**src/hw/rtl/als_pkg.sv**
```systemverilog
package als_pkg;

   localparam int LED_COUNT = 256;
   localparam int LED_IDX_W = (LED_COUNT > 1) ? $clog2(LED_COUNT) : 1;
   localparam int LED_CNT_W = $clog2(LED_COUNT + 1);

   localparam int PIXEL_W      = 32;
   localparam int LOCATION_W   = 8;
   localparam int TICK_W       = 16;
   localparam int BIT_IDX_W    = 5;
   localparam int PIX_COUNT_W  = 9;
   localparam int CSR_ADDR_W   = 5;
   localparam int CSR_DATA_W   = 32;

   localparam logic [BIT_IDX_W-1:0] GRB_LAST_BIT  = 5'd23;
   localparam logic [BIT_IDX_W-1:0] GRBW_LAST_BIT = 5'd31;

   typedef enum logic [1:0] {
      OP_WRITE = 2'd0,
      OP_START = 2'd1,
      OP_TICK  = 2'd2
   } op_type;

   typedef enum logic [1:0] {
      PH_IDLE = 2'd0,
      PH_HIGH = 2'd1,
      PH_LOW  = 2'd2,
      PH_GAP  = 2'd3
   } phase_type;

   typedef enum logic [2:0] {
      REG_PIXEL_COUNT = 3'd0,
      REG_CHANNEL_MODE = 3'd1,
      REG_SHORT_HIGH = 3'd2,
      REG_LONG_HIGH = 3'd3,
      REG_LOW_TICKS = 3'd4,
      REG_GAP_TICKS = 3'd5
   } reg_index_type;

   typedef struct packed {
      logic [PIX_COUNT_W-1:0] pixel_count;
      logic                   channel_mode;
      logic [TICK_W-1:0]      short_high_ticks;
      logic [TICK_W-1:0]      long_high_ticks;
      logic [TICK_W-1:0]      low_ticks;
      logic [TICK_W-1:0]      gap_ticks;
   } cfg_type;

   typedef struct packed {
      logic                 wr_en;
      logic [LED_IDX_W-1:0] wr_addr;
      logic [PIXEL_W-1:0]   wr_data;
      logic [LED_IDX_W-1:0] rd_addr;
   } mem_req_type;

   typedef struct packed {
      logic frame_done;
      logic accepted;
      logic busy_res;
      logic line_level;
   } result_type;

   function automatic logic [7:0] sq_byte(input logic [7:0] b);
      logic [15:0] p;
      p = 16'(b) * 16'(b);
      return p[15:8];
   endfunction

   function automatic logic [PIXEL_W-1:0] gamma_word(input logic [PIXEL_W-1:0] w);
      return {sq_byte(w[31:24]), sq_byte(w[23:16]), sq_byte(w[15:8]), sq_byte(w[7:0])};
   endfunction

endpackage

```
**src/hw/rtl/als_engine.sv**
```systemverilog
module als_engine (
   input  logic                            clock,
   input  logic                            reset,
   input  logic                            fire,
   input  als_pkg::op_type                 op,
   input  logic [als_pkg::LOCATION_W-1:0]  location,
   input  logic [als_pkg::PIXEL_W-1:0]     pixel_word,
   input  als_pkg::cfg_type                cfg,
   input  logic [als_pkg::PIXEL_W-1:0]     pixel_gamma,
   output als_pkg::mem_req_type            mem_req,
   output als_pkg::result_type             result
);
   import als_pkg::*;

   phase_type phase_ff, phase_in;
   logic [LED_IDX_W-1:0] pixel_index_ff, pixel_index_in;
   logic [BIT_IDX_W-1:0] bit_index_ff, bit_index_in;
   logic [TICK_W-1:0] tick_count_ff, tick_count_in;
   logic [PIXEL_W-1:0] shift_word_ff, shift_word_in;

   logic [LED_CNT_W-1:0] eff_count;
   logic idle, loc_ok, more_pixels;
   logic [PIXEL_W-1:0] load_shift;
   logic [BIT_IDX_W-1:0] load_bits;
   logic [TICK_W-1:0] load_ticks, next_bit_ticks;

   function automatic logic [TICK_W-1:0] at_least_one(input logic [TICK_W-1:0] v);
      return (v == '0) ? TICK_W'(1) : v;
   endfunction

   always_comb begin
      if (cfg.pixel_count == '0) begin
         eff_count = LED_CNT_W'(1);
      end else if (32'(cfg.pixel_count) > LED_COUNT) begin
         eff_count = LED_CNT_W'(LED_COUNT);
      end else begin
         eff_count = LED_CNT_W'(cfg.pixel_count);
      end
      idle = (phase_ff == PH_IDLE);
      loc_ok = (32'(location) < 32'(eff_count)) && (32'(location) < LED_COUNT);
      more_pixels = (32'(pixel_index_ff) + 32'd1) < 32'(eff_count);

      if (cfg.channel_mode) begin
         load_shift = {pixel_gamma[23:16], pixel_gamma[31:24], pixel_gamma[15:8],
                       pixel_gamma[7:0]};
         load_bits = GRBW_LAST_BIT;
      end else begin
         load_shift = {pixel_gamma[15:8], pixel_gamma[23:16], pixel_gamma[7:0], 8'h00};
         load_bits = GRB_LAST_BIT;
      end
      load_ticks = load_shift[PIXEL_W-1] ? at_least_one(cfg.long_high_ticks)
                                         : at_least_one(cfg.short_high_ticks);
      next_bit_ticks = shift_word_ff[PIXEL_W-2] ? at_least_one(cfg.long_high_ticks)
                                                : at_least_one(cfg.short_high_ticks);
   end

   always_ff @(posedge clock) begin
      if (reset) begin
         phase_ff       <= PH_IDLE;
         pixel_index_ff <= '0;
         bit_index_ff   <= '0;
         tick_count_ff  <= '0;
         shift_word_ff  <= '0;
      end else begin
         phase_ff       <= phase_in;
         pixel_index_ff <= pixel_index_in;
         bit_index_ff   <= bit_index_in;
         tick_count_ff  <= tick_count_in;
         shift_word_ff  <= shift_word_in;
      end
   end

   always_comb begin
      phase_in       = phase_ff;
      pixel_index_in = pixel_index_ff;
      bit_index_in   = bit_index_ff;
      tick_count_in  = tick_count_ff;
      shift_word_in  = shift_word_ff;
      result         = '0;
      mem_req.wr_en   = 1'b0;
      mem_req.wr_addr = LED_IDX_W'(location);
      mem_req.wr_data = pixel_word;

      if (fire) begin
         unique case (op)
            OP_WRITE: begin
               result.busy_res = !idle;
               if (idle && loc_ok) begin
                  mem_req.wr_en   = 1'b1;
                  result.accepted = 1'b1;
               end
            end
            OP_START: begin
               result.busy_res = 1'b1;
               if (idle) begin
                  pixel_index_in  = '0;
                  shift_word_in   = load_shift;
                  bit_index_in    = load_bits;
                  phase_in        = PH_HIGH;
                  tick_count_in   = load_ticks;
                  result.accepted = 1'b1;
               end
            end
            OP_TICK: begin
               if (!idle) begin
                  result.busy_res   = 1'b1;
                  result.line_level = (phase_ff == PH_HIGH);
                  tick_count_in     = tick_count_ff - TICK_W'(1);
                  if (tick_count_ff == TICK_W'(1)) begin
                     unique case (phase_ff)
                        PH_HIGH: begin
                           phase_in      = PH_LOW;
                           tick_count_in = at_least_one(cfg.low_ticks);
                        end
                        PH_LOW: begin
                           if (bit_index_ff != '0) begin
                              bit_index_in  = bit_index_ff - BIT_IDX_W'(1);
                              shift_word_in = {shift_word_ff[PIXEL_W-2:0], 1'b0};
                              phase_in      = PH_HIGH;
                              tick_count_in = next_bit_ticks;
                           end else if (more_pixels) begin
                              pixel_index_in = pixel_index_ff + LED_IDX_W'(1);
                              shift_word_in  = load_shift;
                              bit_index_in   = load_bits;
                              phase_in       = PH_HIGH;
                              tick_count_in  = load_ticks;
                           end else begin
                              phase_in      = PH_GAP;
                              tick_count_in = at_least_one(cfg.gap_ticks);
                           end
                        end
                        PH_GAP: begin
                           phase_in          = PH_IDLE;
                           pixel_index_in    = '0;
                           bit_index_in      = '0;
                           shift_word_in     = '0;
                           result.frame_done = 1'b1;
                        end
                        default: begin
                        end
                     endcase
                  end
               end
            end
            default: begin
               result.busy_res = !idle;
            end
         endcase
      end

      // prefetch the pixel that the next load will need
      if (phase_in == PH_IDLE) begin
         mem_req.rd_addr = '0;
      end else begin
         mem_req.rd_addr = pixel_index_in + LED_IDX_W'(1);
      end
   end

endmodule

```
**config.mk**
```make
export PLATFORM = sky130hd
export DESIGN_NAME = als_engine
export DESIGN_NICKNAME = d
export VERILOG_FILES = /design/src/hw/rtl/als_pkg.sv /design/src/hw/rtl/als_engine.sv
export SDC_FILE = /design/constraint.sdc
export NUM_CORES = 1
export LEC_CHECK = 0
export BUFFER_PORTS_ARGS = -buffer_cell sky130_fd_sc_hd__buf_2
export CAP_MARGIN = 20
export CORE_ASPECT_RATIO = 0.75
export CORE_MARGIN = 2
export CORE_UTILIZATION = 45
export CTS_CLUSTER_DIAMETER = 80
export DETAILED_ROUTE_END_ITERATION = 8
export GPL_ROUTABILITY_DRIVEN = 1
export PLACE_DENSITY = 0.8
export SLEW_MARGIN = 10
export SYNTH_ARGS = -nofsm -noshare
export SYNTH_HDL_FRONTEND = slang
export SYNTH_SLANG_ARGS = --single-unit
```
**constraint.sdc**
```tcl
create_clock -name clock -period 5.57 [get_ports clock]
set_input_delay 0.8355 -clock clock [delete_from_list [all_inputs] [get_ports clock]]
set_output_delay 0.8355 -clock clock [all_outputs]
set_load 0.05 [all_outputs]
```
Word-level counts from Yosys, hierarchy flattened

Index checks and enable logic that the tools add are counted.

Flip-flop bits (word level): 62
Input bits: 151
Output and inout bits: 53
Logic and storage cells: 99

$add $sub $neg: 5
Order comparisons: 3
Eq/ne operators: 11
Muxes and demuxes: 61
Reductions and logical operators: 14

Operators with widths:

| cell                  | count |
|---|---|
| $mux 16               | 11 |
| $mux 31               | 5 |
| $pmux 31 s2           | 2 |
| $logic_not 16->1      | 4 |
| $pmux 16 s2           | 2 |
| $mux 8                | 7 |
| $mux 32               | 1 |
| $pmux 8 s2            | 2 |
| $mux 5                | 5 |
| $pmux 5 s2            | 2 |
| $mux 9                | 2 |
| $add 8x1->8 const B   | 2 |
| $eq 16x1->1 const B   | 1 |
| $sub 16x1->16 const B | 1 |
| $mux 2                | 7 |
| $add 8x1->9 const B   | 1 |
| $gt 9x9->1 const B    | 1 |
| $logic_not 9->1       | 1 |
| $lt 8x9->1            | 1 |
| $lt 9x9->1            | 1 |
| $mux 1                | 9 |
| $mux 4                | 2 |
| $reduce_and 7->1      | 1 |
| $eq 2x2->1 const B    | 3 |
| other kinds (14)      | 20 |

Logic depth before layout (Yosys ltp)

Gate-level depths: netlist of run 1.

Word-level depth: 13
Mapped depth: 17
Mapped depth without buffers: 17

Worst setup path after synthesis of run 1

No wires, ideal clock.

Path kind: input to output
From: in cfg[73] (netlist name)
To: out mem_req[6] (netlist name)
Data arrival time: 4.542 ns
Data required time: 4.734 ns
Setup slack: 0.192 ns
Stages on the path: 15
Path buffers: 1
Cells stage by stage: inv_1 -> clkbuf_1 -> nand2_1 -> ha_1 -> nand4_1 -> a2111oi_4 -> nand2_1 -> and3_2 -> a211o_1 -> inv_1 -> ha_1 -> inv_1 -> or3_1 -> nor3_1 -> mux2i_1

RTL lines:

| what               | line             | source |
|---|---|---|
| start: declaration | als_engine.sv:8  | `input als_pkg::cfg_type cfg,` |
| end: declaration   | als_engine.sv:10 | `output als_pkg::mem_req_type mem_req,` |

==> metrics.csv, run 1 <==
stage;metric;value;unit
outcome;status;completed;
floorplan;I/O pin total;204;
critical_path;Crit Path Class;reg -> out;
worst_hold_path;worst min-delay path category;reg -> reg;
global_route;vias in the first global route;5461;
logic_synthesis;register area share after synthesis;0.212;
cells_and_area;layout cell share with drive strength beyond 1;0.269;
sta;Final Hold Vio Count;0;
sta;Tightest Pin Transition;1.07;ns
run;number of max-cap violations;0;
sta;Setup violations, final;0;
global_route;total gr overflow;0;
detailed_routing;WL per Instance;17.3;microns
detailed_routing;via count;6212;
detailed_routing;# DRC;0;
floorplan;cell row count;36;
clocking;Clock Tree Root;clkbuf_16;
logic_synthesis;Post-synth EDFFs;0;
global_route;initial antenna violation count;0;
floorplan;die height;103;microns
logic_synthesis;Net Count, Synth;951;
pwr;worst vdd ir;0.000148;V
floorplan;Initial Util;0.457;
clocking;H-Tree Depth;3;
sta;Max Freq;0.192;GHz
critical_path;Worst setup EP type;output port;
cells_and_area;Finished Layout Cells;1018;
sta;max-slew violations;0;
logic_synthesis;FFs w/ async S/R, synth;0;
sta;Tmin final;5.21;ns
sta;clk_skew;0.00609;ns
sta;Final WS setup;0.356;ns
logic_synthesis;Avg Cell Area, Syn;7.60;sq um
sta;worst slew margin relative to its limit;0.288;
critical_path;CP Data Arrival Time;4.38;ns
global_route;total global-route track usage;0.250;
clocking;TritonCTS clock tree;built;
logic_synthesis;Synth Register Bits;62;
placed_design;gpl congestion;0.999;
placed_design;port bufs;139;
pwr;P_leak;2.77;nW
sta;worst hold margin;0.454;ns
cells_and_area;# nets final;1021;
critical_path;CP max FO;8;
floorplan;Die ar.;14000;sq um
detailed_routing;Antenna Nets Post-Route;0;
floorplan;floorplan core area;12800;sq um
placed_design;HPWL after DPL;13400;microns
detailed_routing;Via density;6.10;
logic_synthesis;Mapped Area;5870;sq um
global_route;first-pass GRT wire length;28000;microns
floorplan;Die X;136;microns
clocking;CTS max path bufs;2;
detailed_routing;Iter 0 DRT Violations;725;
logic_synthesis;YS warnings;0;
critical_path;Worst setup SP type;flop;
sta;Tcrit/Tclk final;0.936;
pwr;total power;0.00151;W
clocking;worst skew pair latency;0.33;ns
clocking;Worst-path clk slew;0.06;ns
cells_and_area;fill count;1218;
clocking;TritonCTS buffer count;9;
logic_synthesis;top_reg_cell synth;dfxtp_1;
cells_and_area;P&R area growth vs syn;14.5;%
worst_hold_path;hold path cells;2;
logic_synthesis;post-synth cell types;73;
placed_design;Placed Instances;1000;
detailed_routing;WL final;17700;microns
critical_path;worst r2r path cells;15;
placed_design;DP Worst Slack;0.362;ns
logic_synthesis;Cells after Synth;772;
pwr;power density over cell area;225;nW/um^2
global_route;largest net degree at the start of global routing;54;
critical_path;Worst Path Required;4.73;ns
clocking;CTS Sinks;62;
cells_and_area;ANT cells;0;
detailed_routing;DRT Pass-1 Iters;5;
==> worst max-delay path, stage by stage, from the launching register on <==
cell,delay (ns)
dfxtp_2,0.38
ha_2,0.22
nand3_1,0.15
or3_1,0.40
nand2_1,0.09
ha_1,0.24
nand4_1,0.16
nor2_1,0.12
a2111oi_4,0.54
a31oi_1,0.14
a211o_1,0.32
inv_1,0.10
ha_1,0.16
inv_1,0.05
or3_1,0.41
nor3_2,0.15
mux2i_1,0.20
buf_4,0.21
==> state kept, by name (all words and copies together) (netlist names) <==
signal          flops
bit_index_ff        5
phase_ff            2
pixel_index_ff      8
shift_word_ff      31
tick_count_ff      16
==> repair_timing <==
item,4_1_cts,5_1_grt
gates cloned,0,0
hold buffers,0,0
resized for setup,1,9
setup endpoints to repair,1,3
setup buffers,0,2
pin swaps,1,2
==> cell type report <==
type                    instances  area (sq um)  area share
well taps                     171           214      0.0319
clock inverters                 7          97.6      0.0145
multi-input cells             599          4080       0.607
clock buffers                   9           225      0.0335
flip-flops and latches         62          1240       0.185
inverters                      19          71.3      0.0106
repair buffers                151           788       0.117
==> synth_stat cells (all sizes together) (10+ instances only) <==
master,n,area (sq um)
a221oi,12,123
a21oi,70,358
inv,19,71.3
nand2,58,220
o221ai,13,114
mux2i,33,330
nor3,32,160
mux2,21,236
o21ai,30,150
nor4,20,161
nand3,29,150
and3,10,67.6
nor2,88,330
clkbuf,40,150
a211oi,33,258
buf,52,370
ha,28,350
nor2b,15,93.8
dfxtp,62,1240
==> cell families after synthesis <==
| logic type | after synthesis | share of synthesized area |
|---|---|---|
| AO/OA/AOI/OAI | 217 | 0.262 |
| XOR/XNOR | 16 | 0.0239 |
| AND/OR/NAND/NOR | 284 | 0.245 |
| flip-flops | 62 | 0.212 |
| buffers and inverters | 111 | 0.101 |
| adder cells (fa/ha/maj) | 28 | 0.0597 |
| multiplexers | 54 | 0.0966 |
==> power breakdown <==
| part | switching [W] | internal (W) | leakage [nW] |
|---|---|---|---|
| Clock | 0.000211 | 0.000393 | 0.152 |
| Sequential | 0.0000234 | 0.000468 | 0.507 |
| Combinational | 0.000248 | 0.000166 | 2.11 |
==> final timing paths <==
check,from,to,slack (ns)
min reg2reg,shift_word_ff[0],shift_word_ff[0],0.45
max reg2reg,pixel_index_ff[1],shift_word_ff[9],1.22
min,shift_word_ff[0],shift_word_ff[0],0.45
max,pixel_index_ff[1],mem_req[6],0.36
==> through the flow <==
| step | setup TNS [ns] | utilization | area [sq um] |
|---|---|---|---|
| floorplan | 0 | - | 5870 |
| global placement | 0 | 0.495 | 6350 |
| detailed placement | 0 | 0.495 | 6350 |
| CTS | 0 | 0.520 | 6680 |
| global route | -0.000630 | 0.523 | 6720 |
| finish | 0 | 0.523 | 6720 |
==> metal layers <==
layer	routed length (microns)	GRT usage	vias to the layer above	share of wire
li1	-	-	2965	-
met1	8120	0.360	2855	0.46
met2	7410	0.367	355	0.42
met3	1770	0.0649	37	0.10
met4	356	0.0737	0	0.020
met5	0	0	-	0
==> cell usage in the layout, fill, tap and decap left out, types with 30 or more instances in the layout <==
master	instances
dfxtp_1	59
buf_2	138
a21oi_1	68
mux2i_1	32
o21ai_0	30
nand2_1	56
nor3_1	30
nor2_1	88
a211oi_1	31
(Power assumes the default switching activity.)
==> inputs of run 2 (changes only) <==
CORE_ASPECT_RATIO = 0.8   (was 0.75)
PLACE_DENSITY = unset   (was 0.8)
PLACE_DENSITY_LB_ADDON = 0.15   (was unset)
clock period = 4.4 ns   (was 5.57 ns; I/O delays follow)
==> run 2 against run 1 <==
The flow now finishes with violations (setup timing); die area hardly changed; critical path depth is 1 higher; global-route usage is 3.3 points higher; sequential power is 26% higher; sequential share of layout area is 1.7 points lower; clock skew hardly changed; core utilization is 6.2 points higher; critical path type unchanged; largest cell class unchanged.
==> metrics.csv, run 2 (synthesized netlist as in run 1, its figures left out) <==
stage;metric;value;unit;change
detailed_routing;# DRC;0;;unchanged
clocking;CTS max path bufs;2;;unchanged
outcome;failing checks;setup timing;;
cells_and_area;most flop-heavy register;shift_word_ff;;
global_route;total gr overflow;0;;unchanged
placed_design;HPWL after DPL;15200;microns;+13%
critical_path;crit-path leading delay family;compound AO/OA/AOI/OAI gates;;
pwr;power density over cell area;247;nW/um^2;+10%
clocking;CTS Sinks;62;;unchanged
floorplan;die height;106;microns;+3.1%
sta;Final Hold Vio Count;0;;unchanged
detailed_routing;WL final;20300;microns;+15%
clocking;TritonCTS buffer count;9;;unchanged
cells_and_area;layout cell share with drive strength beyond 1;0.357;;+0.0880
detailed_routing;Antenna Nets Post-Route;0;;unchanged
global_route;initial antenna violation count;0;;unchanged
cells_and_area;P&R area growth vs syn;27.5;%;
detailed_routing;via count;6594;;+6.1%
global_route;largest net degree at the start of global routing;53;;-1.9%
sta;setup TNS;-0.841;ns;-0.841 ns
cells_and_area;# nets final;1084;;+6.2%
sta;worst slew margin relative to its limit;0.303;;+0.0149
pwr;worst vdd ir;0.000216;V;+46%
detailed_routing;Iter 0 DRT Violations;510;;-30%
sta;Setup violations, final;5;;+5
critical_path;CP dominant cell by count;buf_4;;
floorplan;Initial Util;0.459;;+0.00215
floorplan;cell row count;37;;+2.8%
cells_and_area;most frequent cells in the layout;buf_2, nor2_1, buf_4, a21oi_1, dfxtp_1;;
floorplan;floorplan core area;12800;sq um;-0.47%
sta;Max Freq;0.211;GHz;
sta;max-slew violations;0;;unchanged
clocking;worst skew pair latency;0.33;ns;about the same
detailed_routing;Via density;6.08;;-0.41%
cells_and_area;Largest register FFs;31;;unchanged
critical_path;Worst setup EP type;output port;;
floorplan;I/O pin total;204;;unchanged
cells_and_area;ANT cells;0;;unchanged
clocking;Clock Tree Root;clkbuf_16;;
clocking;TritonCTS clock tree;built;;
placed_design;Placed Instances;1053;;+5.3%
global_route;vias in the first global route;6163;;+13%
clocking;Worst-path clk slew;0.06;ns;about the same
critical_path;r2r setup slk;0.50;ns;-0.72 ns
run;number of max-cap violations;0;;unchanged
pwr;P_leak;3.10;nW;+12%
critical_path;worst r2r path cells;18;;+3
sta;clk_skew;0.00574;ns;-0.000355 ns
sta;Tcrit/Tclk final;1.08;;
sta;Final WS setup;-0.346;ns;-0.702 ns
worst_hold_path;worst min-delay path category;reg -> reg;;
critical_path;crit path buf inv count;6;;+3
critical_path;CP Depth;18;;+1
critical_path;CP Data Arrival Time;4.09;ns;-0.29 ns
outcome;status;finished with violations;;
critical_path;CP max-delay cell;a21oi_1;;
critical_path;Worst setup SP type;flop;;
critical_path;worst path cell trace;nand2_2 > buf_4 > or3_4 > nand2_1 > ha_1 > nand4_1 > buf_6 > nor2_4 > a2111oi_4 > buf_4 > nand2_1 > buf_4 > buf_4 > a21o_1 > a21oi_1 > nand2_1 > mux2i_4 > buf_6;;
sta;Tightest Pin Transition;1.03;ns;-0.0426 ns
global_route;first-pass GRT wire length;32200;microns;+15%
floorplan;Die X;132;microns;-3.1%
cells_and_area;commonest non-fill, non-tap cell in the layout;buf_2;;
cells_and_area;Largest regs;shift_word_ff: 31 flops, tick_count_ff: 16 flops, pixel_index_ff: 8 flops;;
floorplan;Die ar.;14000;sq um;about the same
critical_path;CP max FO;5;;-3
clocking;H-Tree Depth;3;;unchanged
sta;RSZ-0062 raised after global routing;true;;
placed_design;port bufs;139;;unchanged
sta;Tmin final;4.75;ns;
global_route;total global-route track usage;0.283;;+0.0327
detailed_routing;WL per Instance;18.7;microns;+8.1%
critical_path;Crit Path Class;reg -> out;;
cells_and_area;Finished Layout Cells;1085;;+6.6%
detailed_routing;DRT Pass-1 Iters;5;;unchanged
critical_path;Worst Path Required;3.74;ns;-0.99 ns
critical_path;CP max stage delay;0.57;ns;+0.03 ns
worst_hold_path;hold path cells;2;;unchanged
placed_design;gpl congestion;0.928;;-7.1%
[run 2: changes by cell type in the layout (fill, tap and decap cells not counted), moves of 4 or more]
| cell | before | now |
|---|---|---|
| buf_4 | 13 | 69 |
| buf_6 | 0 | 12 |
| buf_2 | 138 | 132 |
| nand2_1 | 56 | 51 |
| nand2_2 | 2 | 7 |
| ha_4 | 0 | 4 |
| nor2_1 | 88 | 84 |
| nor2_4 | 0 | 4 |
[run 2: per-layer routing]
metal | global-route usage | up-vias | routed length [microns]
li1 | - | 3099 | -
met1 | 0.394 | 3100 | 9160
met2 | 0.448 | 342 | 8950
met3 | 0.0548 | 53 | 1810
met4 | 0.0753 | 0 | 420
met5 | 0 | - | 0
[run 2: cell type report]
| type | instances | area, sq um |
|---|---|---|
| Clock inverter | 7 | 48.8 |
| Timing Repair Buffer | 214 | 1330 |
| Multi-Input combinational cell | 599 | 4330 |
| Clock buffer | 9 | 225 |
| Fill cell | 1180 | 5300 |
| Tap cell | 175 | 219 |
| Sequential cell | 62 | 1260 |
| Inverter | 19 | 71.3 |
[run 2: power by group]
part	internal (W)	total (W)	switching, W
clock	0.000382	0.000657	0.000274
sequential	0.000591	0.000619	0.0000279
combinational	0.000234	0.000574	0.000340
total	0.00121	0.00185	0.000642
[run 2: timing repair]
action                                 CTS  global route
endpoints found under the hold margin    0             0
gates resized for setup                 39            29
buffers inserted                        12             5
setup endpoints to repair                7             8
hold buffers                             0             0
pin swaps                               18            13
[run 2: worst min-delay path: cells and delay by family, from the launching register on]
family,cells,cell delay [ns]
compound gates,1,0.05
flops,1,0.32
simple gates,1,0.06
[run 2: worst paths after layout]
path                          start                 to
hold / removal     shift_word_ff[0]   shift_word_ff[0]
setup / recovery  pixel_index_ff[4]         mem_req[6]
setup reg to reg  pixel_index_ff[4]  shift_word_ff[16]
hold reg to reg    shift_word_ff[0]   shift_word_ff[0]
[run 2: metrics by stage]
| stage | hold slack (ns) | power (W) | utilization | worst slack, ns | area (sq um) |
|---|---|---|---|---|---|
| 3_3_place_gp | 0.443 | 0.00117 | 0.533 | -0.0703 | 6810 |
| 6_report | 0.474 | 0.00185 | 0.585 | -0.346 | 7480 |
| 2_1_floorplan | 0.432 | 0.00106 | - | -0.0191 | 5960 |
| 5_1_grt | 0.508 | 0.00194 | 0.585 | -0.449 | 7480 |
| 3_5_place_dp | 0.449 | 0.00118 | 0.533 | -0.131 | 6810 |
| 4_1_cts | 0.458 | 0.00185 | 0.574 | -0.177 | 7330 |
==> inputs of run 3 (changes only) <==
--- a/config.mk
+++ b/config.mk
@@ -16,3 +16,3 @@
 export PLACE_DENSITY_LB_ADDON = 0.15
-export SLEW_MARGIN = 10
+export SLEW_MARGIN = 20
 export SYNTH_ARGS = -nofsm -noshare
--- a/constraint.sdc
+++ b/constraint.sdc
@@ -3,2 +3,2 @@
 set_output_delay 0.66 -clock clock [all_outputs]
-set_load 0.05 [all_outputs]
+set_load 0.02 [all_outputs]
==> run 3 against run 2 <==
The run still ends with setup timing left; cell count down 1.7%; setup slack better by 0.083 ns; clock skew up 0.0052 ns; register-to-register slack worse by 0.03 ns; first-iteration DRC count up 1.4%; sequential share of layout area up 0.62 points; non-clock buffer count down 18; clock power up 3%; hold slack worse by 0.0047 ns; cell area down 3.2%; critical path type unchanged; critical endpoint unchanged.
==> metrics.csv, run 3 (synthesized netlist as in run 1, its figures left out) <==
stage;metric;value;unit;change
floorplan;Initial Util;0.459;;unchanged
cells_and_area;layout cell share with drive strength beyond 1;0.339;;-0.0186
floorplan;Die X;132;microns;unchanged
placed_design;HPWL after DPL;14800;microns;-2.3%
sta;Tcrit/Tclk final;1.06;;-0.0189
global_route;initial antenna violation count;0;;unchanged
floorplan;die height;106;microns;unchanged
global_route;total global-route track usage;0.275;;-0.00843
worst_hold_path;worst min-delay path category;reg -> reg;;
outcome;status;finished with violations;;
sta;Tightest Pin Transition;0.840;ns;-0.186 ns
clocking;Post-CTS Hold Buffers;0;;unchanged
critical_path;worst path cell trace;ha_4 > nand3_4 > or3_4 > nand2_4 > ha_4 > nand4_1 > buf_4 > nor2_4 > a2111oi_4 > buf_4 > buf_6 > and3_4 > a211o_1 > inv_2 > ha_4 > inv_2 > or3_4 > nor3_4 > mux2i_2 > buf_4;;
sta;max-slew violations;0;;unchanged
clocking;Clock Tree Root;clkbuf_16;;
cells_and_area;P&R area growth vs syn;23.4;%;
cells_and_area;fill count;1213;;+2.8%
critical_path;CP Data Arrival Time;4.00;ns;-0.09 ns
sta;Setup violations, final;5;;unchanged
detailed_routing;WL final;19800;microns;-2.8%
critical_path;Worst setup SP type;flop;;
global_route;vias in the first global route;5920;;-3.9%
cells_and_area;most frequent cells in the layout;buf_2, nor2_1, a21oi_1, buf_4, dfxtp_1;;
detailed_routing;via count;6339;;-3.9%
clocking;CTS max path bufs;2;;unchanged
cells_and_area;most flop-heavy register;shift_word_ff;;
clocking;TritonCTS buffer count;9;;unchanged
run;number of max-cap violations;0;;unchanged
floorplan;cell row count;37;;unchanged
sta;clk_skew;0.0109;ns;+0.00520 ns
detailed_routing;Via density;5.94;;-2.2%
critical_path;CP max stage delay;0.40;ns;-0.17 ns
pwr;P_leak;3.00;nW;-3.4%
clocking;TritonCTS clock tree;built;;
cells_and_area;ANT cells;0;;unchanged
critical_path;Crit Path Class;reg -> out;;
outcome;failing checks;setup timing;;
detailed_routing;# DRC;0;;unchanged
floorplan;Die ar.;14000;sq um;unchanged
critical_path;CP max-delay cell;or3_4;;
clocking;worst skew pair latency;0.35;ns;+0.02 ns
sta;Tmin final;4.66;ns;-0.0830 ns
critical_path;Worst Path Required;3.74;ns;about the same
critical_path;CP max FO;4;;-1
cells_and_area;# nets final;1066;;-1.7%
worst_hold_path;hold path cells;2;;unchanged
sta;RSZ-0062 raised after global routing;true;;
clocking;CTS Sinks;62;;unchanged
clocking;H-Tree Depth;3;;unchanged
sta;Final WS setup;-0.263;ns;+0.0830 ns
clocking;Worst-path clk slew;0.05;ns;about the same
sta;Final Hold Vio Count;0;;unchanged
sta;worst slew margin relative to its limit;0.429;;+0.126
placed_design;port bufs;139;;unchanged
critical_path;Worst setup EP type;output port;;
detailed_routing;Antenna Nets Post-Route;0;;unchanged
pwr;power density over cell area;254;nW/um^2;+2.8%
cells_and_area;Storage cell area;1260;sq um;+0.40%
cells_and_area;Largest register FFs;31;;unchanged
detailed_routing;DRT Pass-1 Iters;6;;+1
global_route;first-pass GRT wire length;30600;microns;-4.9%
cells_and_area;footprint of the multi-input gates;4270;sq um;-1.3%
global_route;largest net degree at the start of global routing;59;;+11%
critical_path;worst r2r path cells;18;;unchanged
floorplan;I/O pin total;204;;unchanged
global_route;total gr overflow;0;;unchanged
cells_and_area;commonest non-fill, non-tap cell in the layout;buf_2;;
placed_design;gpl congestion;0.990;;+6.6%
floorplan;floorplan core area;12800;sq um;unchanged
placed_design;DP Worst Slack;-0.0893;ns;+0.0421 ns
cells_and_area;Largest regs;shift_word_ff: 31 flops, tick_count_ff: 16 flops, pixel_index_ff: 8 flops;;
pwr;worst vdd ir;0.000203;V;-5.9%
detailed_routing;Iter 0 DRT Violations;517;;+1.4%
pwr;total power;0.00184;W;-0.48%
detailed_routing;WL per Instance;18.5;microns;-1.1%
sta;Max Freq;0.214;GHz;+1.8%
-- run 3: cell types whose count changed in the layout (fill, tap and decap cells not counted), moves of 3 or more --
cell	delta
buf_6	-10
buf_4	-10
buf_2	+3
nand2_2	-3
nand2_4	+4
-- run 3: area by class of cell --
class,instances,area share
well taps,175,0.0302
multi-input cells,599,0.590
clock inverters,5,0.00449
clock buffers,11,0.0335
repair buffers,196,0.158
flip-flops and latches,62,0.174
inverters,19,0.00985
-- run 3: worst max-delay path: cells and delay by family (launching register included) --
| family | cells | cell delay, ns |
|---|---|---|
| multiplexers | 1 | 0.21 |
| AND/OR/NAND/NOR | 8 | 1.52 |
| buffers and inverters | 6 | 0.76 |
| AO/OA/AOI/OAI | 2 | 0.37 |
| adder cells (fa/ha/maj) | 3 | 0.41 |
| flip-flops | 1 | 0.37 |
-- run 3: power breakdown --
group          internal [W]  total [W]  switching [W]
Combinational      0.000222   0.000546       0.000324
Sequential         0.000590   0.000619      0.0000292
Clock              0.000397   0.000675       0.000279
Total               0.00121    0.00184       0.000632
-- run 3: worst paths after layout --
path | start | to | slack [ns]
hold reg to reg | shift_word_ff[0] | shift_word_ff[0] | 0.47
setup / recovery | pixel_index_ff[1] | mem_req[6] | -0.26
setup reg to reg | pixel_index_ff[1] | bit_index_ff[3] | 0.47
hold / removal | shift_word_ff[0] | shift_word_ff[0] | 0.47
-- run 3: per-stage QoR --
stage	area [sq um]	TNS [ns]	hold slack [ns]	std cells	util
after floorplan	5920	0	0.432	772	-
after global placement	6640	0	0.443	1036	0.520
after detailed placement	6640	-0.121	0.458	1036	0.520
after CTS	7070	-0.509	0.466	1057	0.554
after global routing	7240	-1.54	0.510	1067	0.567
final	7240	-0.733	0.469	1067	0.567
-- run 3: repair_timing --
action                     CTS  global route
resized for setup           29            24
pin swaps                   20            19
setup endpoints to repair    7             8
buffers inserted             5            10
-- run 3: metal layers --
layer	vias up	track usage	share of wire
met2	312	0.416	0.42
met5	-	0	0
li1	3067	-	-
met1	2914	0.384	0.46
met3	46	0.0749	0.11
met4	0	0.0738	0.018
